File: src/rtl/swss_pkg.sv
// Package with the shared types and constants of the sliding-window statistics block.
package swss_pkg;

  // Width of the threshold register and of the reported fill count.
  localparam int unsigned CFG_W  = 6;
  localparam int unsigned FILL_W = 6;

  // Threshold value after reset.
  localparam logic [CFG_W-1:0] MIN_VALID_RESET = 6'd10;

  // Sequencer states.
  typedef enum logic [2:0] {
    ST_IDLE,
    ST_CHECK,
    ST_PASS1,
    ST_DIV_MEAN,
    ST_PASS2,
    ST_DIV_VAR,
    ST_SQRT,
    ST_FINISH
  } seq_state_t;

endpackage

File: src/rtl/sliding_window_sample_stats.sv
// Sliding-window sample statistics: ring window, sequencer and shared subtract unit.
//
// Usage: each word on the input channel (in_valid / in_stall) is one converter
// sample. It is written into a ring window of the last WINDOW_DEPTH samples and
// gives exactly one word on the result channel (out_valid / out_stall): the
// fill count, a valid flag, and the truncated mean, minimum, maximum and
// integer standard deviation over the filled entries. Until the fill count
// reaches cfg_min_valid_count the statistics read as zero.
// The threshold is written through cfg_valid / cfg_ready; the user must write it only
// while the block is idle, which the block itself does not enforce. One sample is handled
// at a time. A sample below the threshold goes straight from the check to the finish
// state. Otherwise the sequencer makes two passes over the n filled entries through the
// single window read port, two restoring divisions through the shared subtractor and a
// square root through the same subtractor, one root digit per cycle.
// in_stall is high while a sample is in work. A finished word waits in the
// output register while the receiver stalls; the next sample is already
// accepted meanwhile, and its result waits until the register is free.
// Reset clears the fill count, the write position, the threshold (to 10) and
// the output valid flag; window contents are not cleared.
module sliding_window_sample_stats #(
  parameter int unsigned WINDOW_DEPTH = 50,
  parameter int unsigned SAMPLE_BITS  = 12
) (
  input  logic                          clk,
  input  logic                          rst_n,
  // configuration
  input  logic                          cfg_valid,
  output logic                          cfg_ready,
  input  logic [swss_pkg::CFG_W-1:0]    cfg_min_valid_count,
  // input channel
  input  logic                          in_valid,
  output logic                          in_stall,
  input  logic [SAMPLE_BITS-1:0]        in_sample_value,
  // result channel
  output logic                          out_valid,
  input  logic                          out_stall,
  output logic                          out_stats_valid,
  output logic [swss_pkg::FILL_W-1:0]   out_fill_count,
  output logic [SAMPLE_BITS-1:0]        out_mean_value,
  output logic [SAMPLE_BITS-2:0]        out_std_deviation,
  output logic [SAMPLE_BITS-1:0]        out_min_value,
  output logic [SAMPLE_BITS-1:0]        out_max_value
);

  localparam int unsigned SB    = SAMPLE_BITS;
  localparam int unsigned AW    = (WINDOW_DEPTH > 1) ? $clog2(WINDOW_DEPTH) : 1;
  localparam int unsigned CW    = $clog2(WINDOW_DEPTH + 1);
  localparam int unsigned SUMW  = SB + CW;
  localparam int unsigned DW    = 2 * SB + CW;
  localparam int unsigned SW    = $clog2(DW + 1);
  localparam int unsigned REMW  = (CW > SB) ? CW : SB;
  localparam int unsigned SUBW  = (CW + 1 > SB + 2) ? CW + 1 : SB + 2;
  localparam int unsigned CMPW  = (CW > swss_pkg::CFG_W) ? CW : swss_pkg::CFG_W;

  // Window memory.
  logic [SB-1:0]          mem [WINDOW_DEPTH];
  logic [SB-1:0]          rd_data_r;

  // Control and datapath registers.
  swss_pkg::seq_state_t   state_r, state_nxt;
  logic [AW-1:0]          wp_r, wp_nxt;
  logic [CW-1:0]          cnt_r, cnt_nxt;
  logic [swss_pkg::CFG_W-1:0] min_valid_r;
  logic [CW-1:0]          idx_r, idx_nxt;
  logic                   rd_vld_r, rd_vld_nxt;
  logic [2*SB-1:0]        prod_r;
  logic                   prod_vld_r, prod_vld_nxt;
  logic [SUMW-1:0]        sum_r, sum_nxt;
  logic [DW-1:0]          sq_r, sq_nxt;
  logic [SB-1:0]          lo_r, lo_nxt;
  logic [SB-1:0]          hi_r, hi_nxt;
  logic [SB-1:0]          mean_r, mean_nxt;
  logic [DW-1:0]          quo_r, quo_nxt;
  logic [REMW-1:0]        rem_r, rem_nxt;
  logic [SB-1:0]          root_r, root_nxt;
  logic [SW-1:0]          step_r, step_nxt;
  logic                   valid_r, valid_nxt;

  // Output register.
  logic                   out_valid_r, out_valid_nxt;
  logic                   out_sv_r;
  logic [CW-1:0]          out_cnt_r;
  logic [SB-1:0]          out_mean_r, out_min_r, out_max_r;
  logic [SB-2:0]          out_std_r;
  logic                   out_load;

  logic                   in_accept;
  logic                   issue;
  logic [SB-1:0]          abs_diff;

  // Shared subtract-and-compare unit.
  logic [SUBW-1:0]        alu_a, alu_b;
  logic [SUBW:0]          alu_diff;
  logic                   alu_ge;

  assign in_accept = in_valid && (state_r == swss_pkg::ST_IDLE);
  assign in_stall  = (state_r != swss_pkg::ST_IDLE);
  assign cfg_ready = 1'b1;

  // Read issue during either pass: one entry per cycle up to the fill count.
  assign issue = ((state_r == swss_pkg::ST_PASS1) || (state_r == swss_pkg::ST_PASS2)) &&
                 (idx_r < cnt_r);

  // Window write at accept, registered read during the passes.
  always_ff @(posedge clk) begin
    if (in_accept) begin
      mem[wp_r] <= in_sample_value;
    end
    if (issue) begin
      rd_data_r <= mem[idx_r[AW-1:0]];
    end
  end

  // Absolute deviation and its square, registered before accumulation.
  assign abs_diff = (rd_data_r >= mean_r) ? (rd_data_r - mean_r) : (mean_r - rd_data_r);

  always_ff @(posedge clk) begin
    if (rd_vld_r && (state_r == swss_pkg::ST_PASS2)) begin
      prod_r <= abs_diff * abs_diff;
    end
  end

  // Operand selection for the shared subtractor: a division step or a root digit.
  always_comb begin
    if (state_r == swss_pkg::ST_SQRT) begin
      alu_a = SUBW'({rem_r[SB-1:0], quo_r[2*SB-1 -: 2]});
      alu_b = SUBW'({root_r, 2'b01});
    end else begin
      alu_a = SUBW'({rem_r[CW-1:0], quo_r[DW-1]});
      alu_b = SUBW'(cnt_r);
    end
  end

  assign alu_diff = {1'b0, alu_a} - {1'b0, alu_b};
  assign alu_ge   = !alu_diff[SUBW];

  // Sequencer: next state and datapath updates.
  always_comb begin
    state_nxt     = state_r;
    wp_nxt        = wp_r;
    cnt_nxt       = cnt_r;
    idx_nxt       = idx_r;
    rd_vld_nxt    = issue;
    prod_vld_nxt  = rd_vld_r && (state_r == swss_pkg::ST_PASS2);
    sum_nxt       = sum_r;
    sq_nxt        = sq_r;
    lo_nxt        = lo_r;
    hi_nxt        = hi_r;
    mean_nxt      = mean_r;
    quo_nxt       = quo_r;
    rem_nxt       = rem_r;
    root_nxt      = root_r;
    step_nxt      = step_r;
    valid_nxt     = valid_r;
    out_load      = 1'b0;

    if (issue) begin
      idx_nxt = idx_r + 1'b1;
    end

    case (state_r)
      swss_pkg::ST_IDLE: begin
        if (in_accept) begin
          wp_nxt = (wp_r == AW'(WINDOW_DEPTH - 1)) ? '0 : wp_r + 1'b1;
          if (cnt_r != CW'(WINDOW_DEPTH)) begin
            cnt_nxt = cnt_r + 1'b1;
          end
          state_nxt = swss_pkg::ST_CHECK;
        end
      end

      // Compare the fill count against the threshold and prepare the first pass, or zero the statistics below it.
      swss_pkg::ST_CHECK: begin
        valid_nxt = (CMPW'(cnt_r) >= CMPW'(min_valid_r));
        idx_nxt   = '0;
        sum_nxt   = '0;
        lo_nxt    = '1;
        hi_nxt    = '0;
        if (CMPW'(cnt_r) >= CMPW'(min_valid_r)) begin
          state_nxt = swss_pkg::ST_PASS1;
        end else begin
          mean_nxt  = '0;
          root_nxt  = '0;
          lo_nxt    = '0;
          state_nxt = swss_pkg::ST_FINISH;
        end
      end

      // First pass: sum, minimum and maximum.
      swss_pkg::ST_PASS1: begin
        if (rd_vld_r) begin
          sum_nxt = sum_r + SUMW'(rd_data_r);
          if (rd_data_r < lo_r) begin
            lo_nxt = rd_data_r;
          end
          if (rd_data_r > hi_r) begin
            hi_nxt = rd_data_r;
          end
        end
        if ((idx_r == cnt_r) && !rd_vld_r) begin
          quo_nxt   = DW'(sum_r);
          rem_nxt   = '0;
          step_nxt  = '0;
          state_nxt = swss_pkg::ST_DIV_MEAN;
        end
      end

      // Restoring division of the sum by the fill count.
      swss_pkg::ST_DIV_MEAN: begin
        quo_nxt  = {quo_r[DW-2:0], alu_ge};
        rem_nxt  = alu_ge ? REMW'(alu_diff[SUBW-1:0]) : REMW'(alu_a);
        step_nxt = step_r + 1'b1;
        if (step_r == SW'(DW - 1)) begin
          mean_nxt  = quo_nxt[SB-1:0];
          idx_nxt   = '0;
          sq_nxt    = '0;
          state_nxt = swss_pkg::ST_PASS2;
        end
      end

      // Second pass: sum of squared deviations from the truncated mean.
      swss_pkg::ST_PASS2: begin
        if (prod_vld_r) begin
          sq_nxt = sq_r + DW'(prod_r);
        end
        if ((idx_r == cnt_r) && !rd_vld_r && !prod_vld_r) begin
          quo_nxt   = sq_r;
          rem_nxt   = '0;
          step_nxt  = '0;
          state_nxt = swss_pkg::ST_DIV_VAR;
        end
      end

      // Restoring division of the squared sum by the fill count.
      swss_pkg::ST_DIV_VAR: begin
        quo_nxt  = {quo_r[DW-2:0], alu_ge};
        rem_nxt  = alu_ge ? REMW'(alu_diff[SUBW-1:0]) : REMW'(alu_a);
        step_nxt = step_r + 1'b1;
        if (step_r == SW'(DW - 1)) begin
          rem_nxt   = '0;
          root_nxt  = '0;
          step_nxt  = '0;
          state_nxt = swss_pkg::ST_SQRT;
        end
      end

      // Integer square root, one result digit per cycle.
      swss_pkg::ST_SQRT: begin
        quo_nxt  = quo_r << 2;
        rem_nxt  = alu_ge ? REMW'(alu_diff[SUBW-1:0]) : REMW'(alu_a);
        root_nxt = {root_r[SB-2:0], alu_ge};
        step_nxt = step_r + 1'b1;
        if (step_r == SW'(SB - 1)) begin
          state_nxt = swss_pkg::ST_FINISH;
        end
      end

      // Hand the word to the output register once it is free.
      swss_pkg::ST_FINISH: begin
        if (!out_valid_r || !out_stall) begin
          out_load  = 1'b1;
          state_nxt = swss_pkg::ST_IDLE;
        end
      end

      default: begin
        state_nxt = swss_pkg::ST_IDLE;
      end
    endcase
  end

  // Output valid: set on load, cleared when the word is taken.
  always_comb begin
    out_valid_nxt = out_valid_r;
    if (out_valid_r && !out_stall) begin
      out_valid_nxt = 1'b0;
    end
    if (out_load) begin
      out_valid_nxt = 1'b1;
    end
  end

  // State register.
  always_ff @(posedge clk) begin
    if (!rst_n) begin
      state_r <= swss_pkg::ST_IDLE;
    end else begin
      state_r <= state_nxt;
    end
  end

  // Control registers.
  always_ff @(posedge clk) begin
    if (!rst_n) begin
      wp_r        <= '0;
      cnt_r       <= '0;
      min_valid_r <= swss_pkg::MIN_VALID_RESET;
      rd_vld_r    <= 1'b0;
      prod_vld_r  <= 1'b0;
      out_valid_r <= 1'b0;
    end else begin
      wp_r        <= wp_nxt;
      cnt_r       <= cnt_nxt;
      rd_vld_r    <= rd_vld_nxt;
      prod_vld_r  <= prod_vld_nxt;
      out_valid_r <= out_valid_nxt;
      if (cfg_valid && cfg_ready) begin
        min_valid_r <= cfg_min_valid_count;
      end
    end
  end

  // Datapath registers.
  always_ff @(posedge clk) begin
    idx_r   <= idx_nxt;
    sum_r   <= sum_nxt;
    sq_r    <= sq_nxt;
    lo_r    <= lo_nxt;
    hi_r    <= hi_nxt;
    mean_r  <= mean_nxt;
    quo_r   <= quo_nxt;
    rem_r   <= rem_nxt;
    root_r  <= root_nxt;
    step_r  <= step_nxt;
    valid_r <= valid_nxt;
    if (out_load) begin
      out_sv_r   <= valid_r;
      out_cnt_r  <= cnt_r;
      out_mean_r <= mean_r;
      out_std_r  <= root_r[SB-2:0];
      out_min_r  <= lo_r;
      out_max_r  <= hi_r;
    end
  end

  assign out_valid         = out_valid_r;
  assign out_stats_valid   = out_sv_r;
  assign out_fill_count    = swss_pkg::FILL_W'(out_cnt_r);
  assign out_mean_value    = out_mean_r;
  assign out_std_deviation = out_std_r;
  assign out_min_value     = out_min_r;
  assign out_max_value     = out_max_r;

`ifndef SYNTHESIS
  // The fill count never passes the window depth.
  a_cnt_bound: assert property (@(posedge clk) disable iff (!rst_n)
    cnt_r <= CW'(WINDOW_DEPTH))
    else $error("fill count above window depth");

  // The write position stays inside the window.
  a_wp_bound: assert property (@(posedge clk) disable iff (!rst_n)
    32'(wp_r) < WINDOW_DEPTH)
    else $error("write position outside window");

  // A new result word only appears after the sequencer has finished a sample.
  a_load_src: assert property (@(posedge clk) disable iff (!rst_n)
    $rose(out_valid_r) |-> $past(state_r == swss_pkg::ST_FINISH))
    else $error("result word without a finished sample");

  // A word below the threshold carries zero statistics.
  a_invalid_zero: assert property (@(posedge clk) disable iff (!rst_n)
    (out_valid_r && !out_sv_r) |-> ((out_mean_r == '0) && (out_std_r == '0) &&
                                    (out_min_r == '0) && (out_max_r == '0)))
    else $error("statistics not zero below threshold");
`endif

endmodule

File: config.mk
export PLATFORM = sky130hd
export DESIGN_NAME = sliding_window_sample_stats
export DESIGN_NICKNAME = d
export VERILOG_FILES = /design/src/rtl/swss_pkg.sv /design/src/rtl/sliding_window_sample_stats.sv
export SDC_FILE = /design/constraint.sdc
export NUM_CORES = 1
export LEC_CHECK = 0
export ABC_AREA = 1
export BUFFER_PORTS_ARGS = -buffer_cell sky130_fd_sc_hd__buf_2
export CAP_MARGIN = 40
export CORE_MARGIN = 2
export CORE_UTILIZATION = 50
export CTS_CLUSTER_DIAMETER = 200
export CTS_CLUSTER_SIZE = 40
export DETAILED_ROUTE_END_ITERATION = 10
export GPL_TIMING_DRIVEN = 0
export PLACE_DENSITY = 0.66
export SETUP_SLACK_MARGIN = 0.05
export SLEW_MARGIN = 20
export SYNTH_ARGS = -nofsm -noshare
export SYNTH_HDL_FRONTEND = slang
export SYNTH_SLANG_ARGS = --single-unit
File: constraint.sdc
create_clock -name clk -period 12.9 [get_ports clk]
set_clock_uncertainty 0.05 [all_clocks]
set_input_delay 2.58 -clock clk [delete_from_list [all_inputs] [get_ports clk]]
set_output_delay 2.58 -clock clk [all_outputs]
set_load 0.02 [all_outputs]
==> summary.txt <==
Core area -> 0.0854 mm^2
P&R area growth vs syn -> 7.47%
CP startpoint kind -> flip-flop
RSZ-0062 raised after global routing -> no
Number of vias per cell -> 5.58
Slowest-stage cell, CP -> fa_1
Reg clk slew, reported paths -> 0.14 ns
DRT iter0 DRCs -> 3339
Tot GR Track Use -> 0.251
CP Max Fanout -> 10
Cts bufs inserted -> 25
NumNets Final -> 4553
Period utilisation layout -> 0.551
Initial antenna violation count -> 1
Num ports -> 80
Vias in the first global route -> 29100
GP Congestion -> 0.920
Post-Syn Area per Cell -> 10.5 um^2
Fraction of layout cells with a size suffix above 1 -> 0.0736
Die area -> 0.0889 mm^2
Die height -> 298 um
Synth top area share -> 0.578
Setup CP Type -> reg -> reg
Critical Path AT -> 7.47 ns
Initial Utilization -> 0.506
Synthesized net count -> 4391
Relative slew margins -> 0.432
Slowest stage delay, CP -> 0.55 ns
Critical path endpoint category -> flip-flop
DRT Pass-1 Iters -> 6
Post-synthesis sequential area ratio -> 0.592
Final TNS setup -> 0 ns
Max-slew violation count -> 0
Global-route wire length before repair -> 172 mm
CTS tree -> yes
Yosys Warn Count -> 0
H-tree depth -> 1
Largest net degree at the start of global routing -> 51
Yosys reg bits -> 863
ANT nets after route -> 0
Clock Tree Buf Depth -> 3
Synth Flop Type -> edfxtp_1
Rows -> 107
CTS resizes -> 0
Clk root buf -> clkbuf_16
Mapped Area -> 0.0433 mm^2
CTS sink count -> 863
Number of synthesized flops with an enable pin -> 833
Synth unique cells -> 57
HPWL after detailed placement -> 84.0 mm
Async SR Flop Fraction -> 0
Hold-fix buffers, CTS -> 0
DRC viols -> 0
Status -> completed
Setup violators final -> 0
Min Tclk post-route -> 7.11 ns
Min-Delay Path Class -> reg -> reg
Largest cells by area after synthesis -> edfxtp_1 58%, nand2_1 6.5%, ha_1 5.0%
Avg WL per Cell -> 20.9 um
Vias -> 30400
Max-capacitance violation count -> 0
Layout fillers -> 7611
Cells after Synth -> 4112
Clock latency on the worst-skew pair -> 0.65 ns
Post-CTS Setup Repair Bufs -> 0
Max frequency -> 141 MHz
Final hold violation count -> 0
Total gr overflow -> 0
Worst Max-Slew Pin Slew -> 0.852 ns
Routed Wire Length -> 113 mm
Cell taking the most area after synthesis -> edfxtp_1
Number of port buffers -> 78
Die W -> 298 um
CP Data Required Time -> 13.26 ns
## layout make-up
type | count | area (um^2) | share of cell area
plain buffers | 157 | 728 | 0.0157
diodes | 1 | 2.50 | 0.0000538
multi-input cells | 2682 | 15400 | 0.331
well taps | 1144 | 1430 | 0.0308
flip-flops and latches | 863 | 25600 | 0.551
repair buffers | 135 | 1030 | 0.0221
clock inverters | 1 | 20.0 | 0.000431
inverters | 410 | 1560 | 0.0335
clock buffers | 44 | 697 | 0.0150
## worst paths after layout
check	from	endpoint	slack (ns)	depth (start not counted)
hold reg to reg	valid_r$_DFFE_PP_	out_stats_valid$_DFFE_PP_	0.40	0
hold / removal	valid_r$_DFFE_PP_	out_stats_valid$_DFFE_PP_	0.40	0
setup reg to reg	rd_data_r[0]$_DFFE_PP_	prod_r[23]$_DFFE_PP_	5.79	34
setup / recovery	rd_data_r[0]$_DFFE_PP_	prod_r[23]$_DFFE_PP_	5.79	34
## logic make-up (layout without fill, tap and decap cells)
logic type | after synthesis | after routing | share of synthesized area
and+or+nand+nor | 1562 | 1562 | 0.149
DFF | 863 | 863 | 0.592
AOI/OAI and AO/OA | 802 | 802 | 0.104
buffers and inverters | 567 | 747 | 0.0528
adders and majority gates | 256 | 256 | 0.0886
xor gates and xnor gates | 37 | 37 | 0.00749
muxes | 24 | 24 | 0.00555
other | 1 | 2 | 0.0000867
## state kept, by name, summed over array words and instances, names as in the netlist, 11 cells and up
name,count
prod_r,23
root_r,12
mem,600
out_max_value,12
lo_r,12
sq_r,30
rem_r,12
out_min_value,12
sum_r,18
out_std_deviation,11
out_mean_value,12
mean_r,12
hi_r,12
rd_data_r,12
quo_r,30
## worst max-delay path, delay by kind of cell (launching register included)
| kind | cells | cell delay, ns |
|---|---|---|
| simple gates | 15 | 1.43 |
| buf+inv | 10 | 0.93 |
| compound gates | 1 | 0.26 |
| fa+ha+maj | 8 | 3.74 |
| flops | 1 | 0.48 |
## stage by stage
stage	hold WS [ns]	instances	setup WS (ns)	cell area, um^2	utilization
2_1_floorplan	0.350	4112	6.70	43300	-
3_3_place_gp	0.357	5334	5.78	45100	0.528
3_5_place_dp	0.368	5389	5.83	45700	0.536
4_1_cts	0.400	5434	5.77	46500	0.544
5_1_grt	0.422	5436	5.36	46500	0.544
6_report	0.400	5437	5.79	46500	0.544
## synth_stat cells (47+ instances only)
master,count
fa_1,84
o21ai_0,339
clkbuf_1,88
nand2_1,750
nand3_1,143
a21oi_1,241
inv_1,380
o22ai_1,71
o211ai_1,47
ha_1,172
edfxtp_1,833
nor2_1,558
## routing by layer
layer  part of all wire  up-vias  global-route usage
li1                   -    14400                   -
met1               0.41    14600               0.344
met2               0.49     1156               0.428
met3              0.074      175              0.0253
met4              0.029        0              0.0696
met5                  0        -                   0
## cells in the final DEF (no fill, tap or decap), types with 25 or more instances in the layout
master     netlist  final
a21boi_0        29     29
a21oi_1        241    238
buf_2           35    109
buf_4           13     53
clkbuf_1        88    107
clkbuf_16        0     25
dfxtp_1         30     30
edfxtp_1       833    833
fa_1            84     84
ha_1           172    172
inv_1          380    379
nand2_1        750    750
nand3_1        143    143
nor2_1         558    548
o211ai_1        47     47
o21ai_0        339    339
o22ai_1         71     71
Power is left out: the tool's default activity adds up to more than one toggle a clock period on the data nets, which glitch-free logic cannot reach.
